`config.mk`:
```
export PLATFORM = sky130hd
export DESIGN_NAME = http_chunked_body_decoder
export DESIGN_NICKNAME = d
export VERILOG_FILES = /design/src/rtl/hcbd_pkg.sv /design/src/rtl/http_chunked_body_decoder.sv
export SDC_FILE = /design/constraint.sdc
export NUM_CORES = 1
export LEC_CHECK = 0
export ABC_AREA = 0
export BUFFER_PORTS_ARGS = -buffer_cell sky130_fd_sc_hd__buf_2
export CAP_MARGIN = 20
export CORE_UTILIZATION = 30
export DETAILED_ROUTE_END_ITERATION = 7
export PLACE_DENSITY_LB_ADDON = 0.1
export SLEW_MARGIN = 20
export SYNTH_ARGS = -nofsm -noshare
export SYNTH_HDL_FRONTEND = slang
export SYNTH_SLANG_ARGS = --single-unit
```
`constraint.sdc`:
```
create_clock -name clk -period 7.59 [get_ports clk]
set_input_delay 0.3795 -clock clk [delete_from_list [all_inputs] [get_ports clk]]
set_output_delay 0.3795 -clock clk [all_outputs]
set_load 0.03 [all_outputs]
```
`src/rtl/hcbd_pkg.sv`:
```
// Shared types and constants for the HTTP chunked body decoder.
package hcbd_pkg;

    // Parser phases; an error is held as PH_ERR0 plus its code
    localparam logic [3:0] PH_PRE  = 4'd0;
    localparam logic [3:0] PH_DIG  = 4'd1;
    localparam logic [3:0] PH_POST = 4'd2;
    localparam logic [3:0] PH_EXT  = 4'd3;
    localparam logic [3:0] PH_HCR  = 4'd4;
    localparam logic [3:0] PH_DATA = 4'd5;
    localparam logic [3:0] PH_DCR  = 4'd6;
    localparam logic [3:0] PH_DLF  = 4'd7;
    localparam logic [3:0] PH_TRL  = 4'd8;
    localparam logic [3:0] PH_TCR  = 4'd9;
    localparam logic [3:0] PH_DONE = 4'd10;
    localparam logic [3:0] PH_ERR0 = 4'd10;

    // Result kinds
    localparam logic [1:0] K_FRAME = 2'd0;
    localparam logic [1:0] K_DATA  = 2'd1;
    localparam logic [1:0] K_DONE  = 2'd2;
    localparam logic [1:0] K_ERR   = 2'd3;

    // Error codes
    localparam logic [2:0] E_NONE = 3'd0;
    localparam logic [2:0] E_CRLF = 3'd1;
    localparam logic [2:0] E_HDR  = 3'd2;
    localparam logic [2:0] E_SIZE = 3'd3;
    localparam logic [2:0] E_END  = 3'd4;

    // Framing characters
    localparam logic [7:0] CH_CR   = 8'h0D;
    localparam logic [7:0] CH_LF   = 8'h0A;
    localparam logic [7:0] CH_SP   = 8'h20;
    localparam logic [7:0] CH_TAB  = 8'h09;
    localparam logic [7:0] CH_SEMI = 8'h3B;

    // Register indexes
    localparam logic REG_MAX_SIZE = 1'b0;
    localparam logic REG_STRICT   = 1'b1;

    typedef struct packed {
        logic [7:0] data_byte;
        logic       stream_end;
        logic       start_message;
    } in_beat_t;

    typedef struct packed {
        logic [1:0] kind;
        logic [7:0] payload;
        logic       chunk_last;
        logic [2:0] error_code;
    } out_beat_t;

    function automatic logic is_hex(input logic [7:0] c);
        return (c inside {[8'h30:8'h39], [8'h41:8'h46], [8'h61:8'h66]});
    endfunction

    function automatic logic [3:0] hex_val(input logic [7:0] c);
        logic [3:0] v;
        v = 4'd0;
        if (c inside {[8'h30:8'h39]})
        begin
            v = c[3:0];
        end
        else if (c inside {[8'h41:8'h46], [8'h61:8'h66]})
        begin
            v = c[3:0] + 4'd9;
        end
        return v;
    endfunction

endpackage

```
`src/rtl/http_chunked_body_decoder.sv`:
```
// Top level of the HTTP/1.1 chunked transfer body decoder.
//
// Usage: raw body bytes enter on the byte channel (byte_valid/byte_ready,
// payload byte_data), one byte per beat. Every accepted beat yields exactly
// one result beat on the res channel (res_valid/res_ready, payload res_data):
// a framing byte consumed, a payload byte (with chunk_last on the final byte
// of a chunk), body complete, or an error with its code.
// A result is registered at the edge that accepts its byte. Throughput is
// one byte per cycle when not stalled; the whole parse step (hex digit
// accumulate, byte counter decrement, limit compare) sits between the input
// port and the result register. A new byte is taken whenever the result
// register is empty or is being drained in the same cycle, so a stalled
// receiver holds the result and stops input only while it stalls.
// Reset puts the parser at the start of a size line, sets max_chunk_size to
// all ones and strict_crlf to one. start_message restarts parsing before its
// byte. Registers sit on an APB port: max_chunk_size at 0x0, strict_crlf at
// 0x4; pready is always high.
module http_chunked_body_decoder #(
    parameter int SIZE_BITS = 32
) (
    input  logic                 clk,
    input  logic                 rst_n,
    input  logic                 byte_valid,
    output logic                 byte_ready,
    input  hcbd_pkg::in_beat_t   byte_data,
    output logic                 res_valid,
    input  logic                 res_ready,
    output hcbd_pkg::out_beat_t  res_data,
    input  logic                 psel,
    input  logic                 penable,
    input  logic                 pwrite,
    input  logic [2:0]           paddr,
    input  logic [31:0]          pwdata,
    output logic [31:0]          prdata,
    output logic                 pready
);

    localparam int CMP_W = (SIZE_BITS > 32) ? SIZE_BITS : 32;

    logic [3:0]           phase_reg, phase_next;
    logic [SIZE_BITS-1:0] size_reg, size_next;
    logic [SIZE_BITS-1:0] left_reg, left_next;
    logic                 tre_reg, tre_next;
    logic [31:0]          max_reg;
    logic                 strict_reg;
    logic                 res_valid_reg;
    hcbd_pkg::out_beat_t  res_reg, res_next;
    logic                 accept;

    // Handshake
    assign byte_ready = !res_valid_reg || res_ready;
    assign accept     = byte_valid && byte_ready;
    assign res_valid  = res_valid_reg;
    assign res_data   = res_reg;

    // Configuration port
    assign pready = 1'b1;
    assign prdata = (paddr[2] == hcbd_pkg::REG_STRICT) ? {31'd0, strict_reg} : max_reg;

    always_ff @(posedge clk or negedge rst_n)
    begin
        if (!rst_n)
        begin
            max_reg    <= 32'hFFFF_FFFF;
            strict_reg <= 1'b1;
        end
        else if (psel && penable && pwrite)
        begin
            if (paddr[2] == hcbd_pkg::REG_MAX_SIZE)
            begin
                max_reg <= pwdata;
            end
            else
            begin
                strict_reg <= pwdata[0];
            end
        end
    end

    // Parse step for one byte
    always_comb
    begin
        logic [7:0]           c;
        logic [3:0]           ph;
        logic [SIZE_BITS-1:0] sz;
        logic [SIZE_BITS-1:0] lft;
        logic                 tre;
        logic [2:0]           err;
        logic                 hdr_done;
        logic                 lf_ends;
        logic                 ws;

        c        = byte_data.data_byte;
        ph       = byte_data.start_message ? hcbd_pkg::PH_PRE : phase_reg;
        sz       = byte_data.start_message ? '0 : size_reg;
        lft      = byte_data.start_message ? '0 : left_reg;
        tre      = byte_data.start_message ? 1'b1 : tre_reg;
        err      = hcbd_pkg::E_NONE;
        hdr_done = 1'b0;
        lf_ends  = 1'b0;
        ws       = (c == hcbd_pkg::CH_SP) || (c == hcbd_pkg::CH_TAB);

        res_next.kind       = hcbd_pkg::K_FRAME;
        res_next.payload    = 8'd0;
        res_next.chunk_last = 1'b0;
        res_next.error_code = hcbd_pkg::E_NONE;

        if (ph > hcbd_pkg::PH_DONE)
        begin
            res_next.kind       = hcbd_pkg::K_ERR;
            res_next.error_code = 3'(ph - hcbd_pkg::PH_ERR0);
        end
        else if (ph == hcbd_pkg::PH_DONE)
        begin
            res_next.kind = hcbd_pkg::K_DONE;
        end
        else if (byte_data.stream_end)
        begin
            err = hcbd_pkg::E_END;
        end
        else if (ph <= hcbd_pkg::PH_HCR)
        begin
            // size line
            if (ph == hcbd_pkg::PH_HCR)
            begin
                if (c == hcbd_pkg::CH_LF) hdr_done = 1'b1;
                else err = hcbd_pkg::E_HDR;
            end
            else if (c == hcbd_pkg::CH_CR)
            begin
                if (ph == hcbd_pkg::PH_PRE) err = hcbd_pkg::E_HDR;
                else ph = hcbd_pkg::PH_HCR;
            end
            else if (c == hcbd_pkg::CH_LF)
            begin
                if (ph == hcbd_pkg::PH_PRE || strict_reg) err = hcbd_pkg::E_HDR;
                else hdr_done = 1'b1;
            end
            else if (ph == hcbd_pkg::PH_EXT)
            begin
                ph = hcbd_pkg::PH_EXT;
            end
            else if (c == hcbd_pkg::CH_SEMI)
            begin
                if (ph == hcbd_pkg::PH_PRE) err = hcbd_pkg::E_HDR;
                else ph = hcbd_pkg::PH_EXT;
            end
            else if (ws)
            begin
                if (ph == hcbd_pkg::PH_DIG) ph = hcbd_pkg::PH_POST;
            end
            else if (hcbd_pkg::is_hex(c) &&
                     (ph == hcbd_pkg::PH_PRE || ph == hcbd_pkg::PH_DIG))
            begin
                if (sz[SIZE_BITS-1 -: 4] != 4'd0)
                begin
                    err = hcbd_pkg::E_SIZE;
                end
                else
                begin
                    sz = {sz[SIZE_BITS-5:0], hcbd_pkg::hex_val(c)};
                    ph = hcbd_pkg::PH_DIG;
                end
            end
            else
            begin
                err = hcbd_pkg::E_HDR;
            end

            // end of size line: limit check and next phase
            if (hdr_done)
            begin
                if (CMP_W'(sz) > CMP_W'(max_reg))
                begin
                    err = hcbd_pkg::E_SIZE;
                end
                else if (sz == '0)
                begin
                    tre = 1'b1;
                    ph  = hcbd_pkg::PH_TRL;
                end
                else
                begin
                    lft = sz;
                    ph  = hcbd_pkg::PH_DATA;
                end
            end
        end
        else if (ph == hcbd_pkg::PH_DATA)
        begin
            res_next.kind    = hcbd_pkg::K_DATA;
            res_next.payload = c;
            lft = lft - SIZE_BITS'(1);
            if (lft == '0)
            begin
                res_next.chunk_last = 1'b1;
                ph = hcbd_pkg::PH_DCR;
            end
        end
        else if (ph == hcbd_pkg::PH_DCR)
        begin
            if (c == hcbd_pkg::CH_CR) ph = hcbd_pkg::PH_DLF;
            else err = hcbd_pkg::E_CRLF;
        end
        else if (ph == hcbd_pkg::PH_DLF)
        begin
            if (c == hcbd_pkg::CH_LF)
            begin
                sz = '0;
                ph = hcbd_pkg::PH_PRE;
            end
            else
            begin
                err = hcbd_pkg::E_CRLF;
            end
        end
        else
        begin
            // trailer lines
            if (ph == hcbd_pkg::PH_TCR)
            begin
                if (c == hcbd_pkg::CH_LF) lf_ends = 1'b1;
                else err = hcbd_pkg::E_HDR;
            end
            else if (c == hcbd_pkg::CH_CR)
            begin
                ph = hcbd_pkg::PH_TCR;
            end
            else if (c == hcbd_pkg::CH_LF)
            begin
                if (strict_reg) err = hcbd_pkg::E_HDR;
                else lf_ends = 1'b1;
            end
            else
            begin
                tre = 1'b0;
            end
            if (lf_ends)
            begin
                if (tre)
                begin
                    ph = hcbd_pkg::PH_DONE;
                    res_next.kind = hcbd_pkg::K_DONE;
                end
                else
                begin
                    tre = 1'b1;
                    ph  = hcbd_pkg::PH_TRL;
                end
            end
        end

        // a fault parks the parser in its error phase
        if (err != hcbd_pkg::E_NONE)
        begin
            ph = hcbd_pkg::PH_ERR0 + {1'b0, err};
            res_next.kind       = hcbd_pkg::K_ERR;
            res_next.error_code = err;
        end

        phase_next = ph;
        size_next  = sz;
        left_next  = lft;
        tre_next   = tre;
    end

    // Parser state and result register
    always_ff @(posedge clk or negedge rst_n)
    begin
        if (!rst_n)
        begin
            phase_reg     <= hcbd_pkg::PH_PRE;
            size_reg      <= '0;
            left_reg      <= '0;
            tre_reg       <= 1'b1;
            res_valid_reg <= 1'b0;
        end
        else if (accept)
        begin
            phase_reg     <= phase_next;
            size_reg      <= size_next;
            left_reg      <= left_next;
            tre_reg       <= tre_next;
            res_valid_reg <= 1'b1;
        end
        else if (res_ready)
        begin
            res_valid_reg <= 1'b0;
        end
    end

    always_ff @(posedge clk)
    begin
        if (accept)
        begin
            res_reg <= res_next;
        end
    end

    // Checks
    a_ready_rule: assert property (@(posedge clk) disable iff (!rst_n)
        byte_ready == (!res_valid_reg || res_ready))
        else $error("byte_ready does not follow result register occupancy");

    a_err_sticky: assert property (@(posedge clk) disable iff (!rst_n)
        (accept && phase_reg > hcbd_pkg::PH_DONE && !byte_data.start_message)
        |=> (res_valid && res_data.kind == hcbd_pkg::K_ERR))
        else $error("held error not reported");

    a_err_code: assert property (@(posedge clk) disable iff (!rst_n)
        res_valid |-> ((res_data.kind == hcbd_pkg::K_ERR) ==
                       (res_data.error_code != hcbd_pkg::E_NONE)))
        else $error("error code and kind disagree");

    a_payload_zero: assert property (@(posedge clk) disable iff (!rst_n)
        (res_valid && res_data.kind != hcbd_pkg::K_DATA)
        |-> (res_data.payload == 8'd0 && !res_data.chunk_last))
        else $error("payload fields set on a non-data result");

    a_last_phase: assert property (@(posedge clk) disable iff (!rst_n)
        (accept && res_next.chunk_last) |=> (phase_reg == hcbd_pkg::PH_DCR))
        else $error("last chunk byte did not move to data CRLF check");

endmodule

```
==> flow_summary.json <==
{
  "grt_pass1_wl_mm": 48.96,
  "wl_mm": 31.01,
  "fin_ws_ns": 1.298,
  "synth_area_leaders": "dfrtp_1 20%, dfstp_2 10%, ha_1 5.8%",
  "cts.sinks": 117,
  "syn-num-nets": 1148,
  "post_cts_buffers": 0,
  "synth-xor-area-share": 0.005960,
  "synth_cell_type_count": 80,
  "pwr-share-comb": 0.308,
  "swShare": 0.3824,
  "min_path_type": "in2async",
  "setup_tns_ns": 0,
  "hpwl_mm": 22.19,
  "reg2reg_from": "phase_reg[2]",
  "syn_area_sq_um": 8817,
  "synth.area.mux_share": 0.08330,
  "synth_flop_cell": "dfrtp_1",
  "drtPass1Iterations": 5,
  "drtAntennaViolNets": 0,
  "critPathCaptureType": "register",
  "synth_top_family_by_area": "compound AO/OA/AOI/OAI gates",
  "synth_seq_cells": 117,
  "worst_setup_path_start_kind": "register",
  "relSlewSlack": 0.2623,
  "drv_slew": 0,
  "tightest_slew_ns": 1.079,
  "fillers": 2985,
  "clkTransAtPathRegs_ns": 0.07,
  "final_layout_size_suffix_gt1_frac": 0.2140,
  "finalHoldWorstSlack_ns": 0.004520,
  "yosysTopAreaCellShare": 0.1958,
  "syn_avg_cell_area_sq_um": 8.358,
  "wl_per_cell_um": 20.33,
  "place_congestion": 0.8846,
  "status": "finished clean",
  "post-synth-top-area-cell": "dfrtp_1",
  "drv_cap": 0,
  "die_area_sq_um": 30080,
  "nets": 1220,
  "vias_per_cell": 5.529,
  "drc": 0,
  "post-route-util": 0.3573,
  "worstSetupPathType": "reg2reg",
  "dr_total_vias": 8432,
  "synthSimpleGateAreaFrac": 0.2131,
  "hold_violations": 0,
  "arrival_ns": 6.41,
  "coreArea_sq_um": 28780,
  "yosysWarnings": 0,
  "rsz0062_at_grt": "no",
  "ys_async_sr_fraction": 0.8803,
  "startpoint": "phase_reg[2]",
  "port_buffers": 97,
  "grt_antenna_before_repair": 0,
  "grt_max_degree": 56,
  "die_w_um": 173.4,
  "required_ns": 7.71,
  "drtIter0Drc": 690,
  "hold_buffers": 0,
  "clk_path_buf_depth": 2,
  "post_cts_resized": 0,
  "grt-ovfl-total": 0,
  "multi_input_area_sq_um": 5330,
  "rows": 62,
  "intPower_uw": 1470,
  "cts_tree": "yes",
  "gr-usage-all-layers": 0.2084,
  "clock_skew_ns": 0.02526,
  "cts_buffers": 17,
  "p_seq_frac": 0.341,
  "post-route-period-util": 0.8290,
  "ff_latch_area_sq_um": 3040,
  "final_common_cell": "nor2_1",
  "layout_common_cells": "129 x nor2_1, 96 x buf_2, 85 x a21oi_1",
  "insertion_delay_ns": 0.44,
  "io_pins": 101,
  "syn_inst": 1055,
  "synth_compound_area_frac": 0.2418,
  "power.density_nw_per_um2": 231.4,
  "die_h_um": 173.4,
  "finalSetupViolCount": 0,
  "synth_edf_count": 14,
  "clkPwrFrac": 0.350,
  "htree_num_levels": 4,
  "crit_path_max_fanout": 15,
  "leakagePower_uw": 0.004666,
  "yosysSeqAreaShare": 0.3448,
  "clockRootBuffer": "clkbuf_16",
  "pre_cts_ws_ns": 1.352,
  "syn2layout_area_growth_pct": 16.62,
  "grt_pass1_vias": 8207,
  "p_switching_uw": 910.0,
  "post-route-min-period_ns": 6.292,
  "max_freq_mhz": 158.9,
  "start_util": 0.3064,
  "synthAdderAreaFrac": 0.05818,
  "peakVddDrop_mv": 0.1155
}
==> metrics by stage <==
stage / instances / power (uW) / cell area [sq um]
6_report: 1525 / 2380 / 10280
5_1_grt: 1524 / 2513 / 10280
4_1_cts: 1524 / 2400 / 10280
3_5_place_dp: 1492 / 1552 / 9692
3_3_place_gp: 1492 / 1551 / 9692
2_1_floorplan: 1055 / 1324 / 8817
==> cell families after synthesis <==
kind of cell / count (synthesis)
buffers and inverters: 116
XOR/XNOR: 6
other: 1
multiplexers: 69
adder cells (fa/ha/maj): 41
AO/OA/AOI/OAI: 323
AND/OR/NAND/NOR: 382
flip-flops: 117
==> final cells by class <==
type	count	share of cell area
multi-input cells	822	0.5184
clock buffers	19	0.04417
inverters	50	0.01825
well taps	384	0.04673
flip-flops and latches	117	0.2957
repair buffers	119	0.06352
diodes	1	0.0002434
clock inverters	13	0.01302
==> final timing paths <==
kind | end | slack, ns | cells past startpoint
min in group clk | res_valid | 0.16 | 2
min reg2reg | tre_reg | 0.53 | 1
max in group asynchronous | left_reg[17] | 6.33 | 2
max reg2reg | res_data[13] | 1.30 | 18
min | phase_reg[2] | 0.005 | 1
max | res_data[13] | 1.30 | 18
==> synth_stat cells, drive strengths merged, types with 4 or more instances <==
cell type,count
nor2,131
a21oi,85
o21ai,84
nand2,77
dfrtp,69
clkbuf,50
inv,50
ha,41
nor3,36
mux2,35
dfstp,34
mux2i,34
a22o,28
nor2b,23
nand3,22
nor4,18
o221ai,18
buf,16
a31oi,14
edfxtp,14
nand4,13
and3,11
o211ai,11
a22oi,10
nand2b,10
a21o,9
o22ai,9
or3,8
or2,6
a211oi,5
o21a,5
o31ai,5
a221oi,4
and2,4
nor4b,4
o2111ai,4
o21bai,4
or4,4
xor2,4
==> metal layers <==
| layer | vias to the layer above | GRT usage | part of all wire |
|---|---|---|---|
| li1 | 4043 | - | - |
| met1 | 4114 | 0.2963 | 0.49 |
| met2 | 236 | 0.3266 | 0.45 |
| met3 | 39 | 0.02873 | 0.037 |
| met4 | 0 | 0.06158 | 0.019 |
| met5 | - | 0 | 0 |
==> critical path, cell delays in order, from the launching register on <==
cell and delay (ns):
dfrtp_1 0.53, nand2b_1 0.25, inv_1 0.10, ha_1 0.22, o21ai_0 0.19, and3_1 0.27, nand4_1 0.59, buf_4 0.46
mux2i_1 0.14, nor2_1 0.28, ha_1 0.33, a41o_1 0.24, a21oi_1 0.18, o21ai_0 0.11, o31ai_1 0.55, a2111oi_0 0.36
o31ai_1 0.61, nor2b_1 0.32, o311ai_0 0.23
==> power groups by stage <==
stage / Sequential, uW / Combinational, uW / Clock [uW]
3_5_place_dp: 822 / 730 / 0
4_1_cts: 811 / 734 / 854
3_3_place_gp: 821 / 730 / 0
2_1_floorplan: 796 / 528 / 0
5_1_grt: 825 / 813 / 876
6_report: 812 / 734 / 834
(Power assumes the default switching activity.)
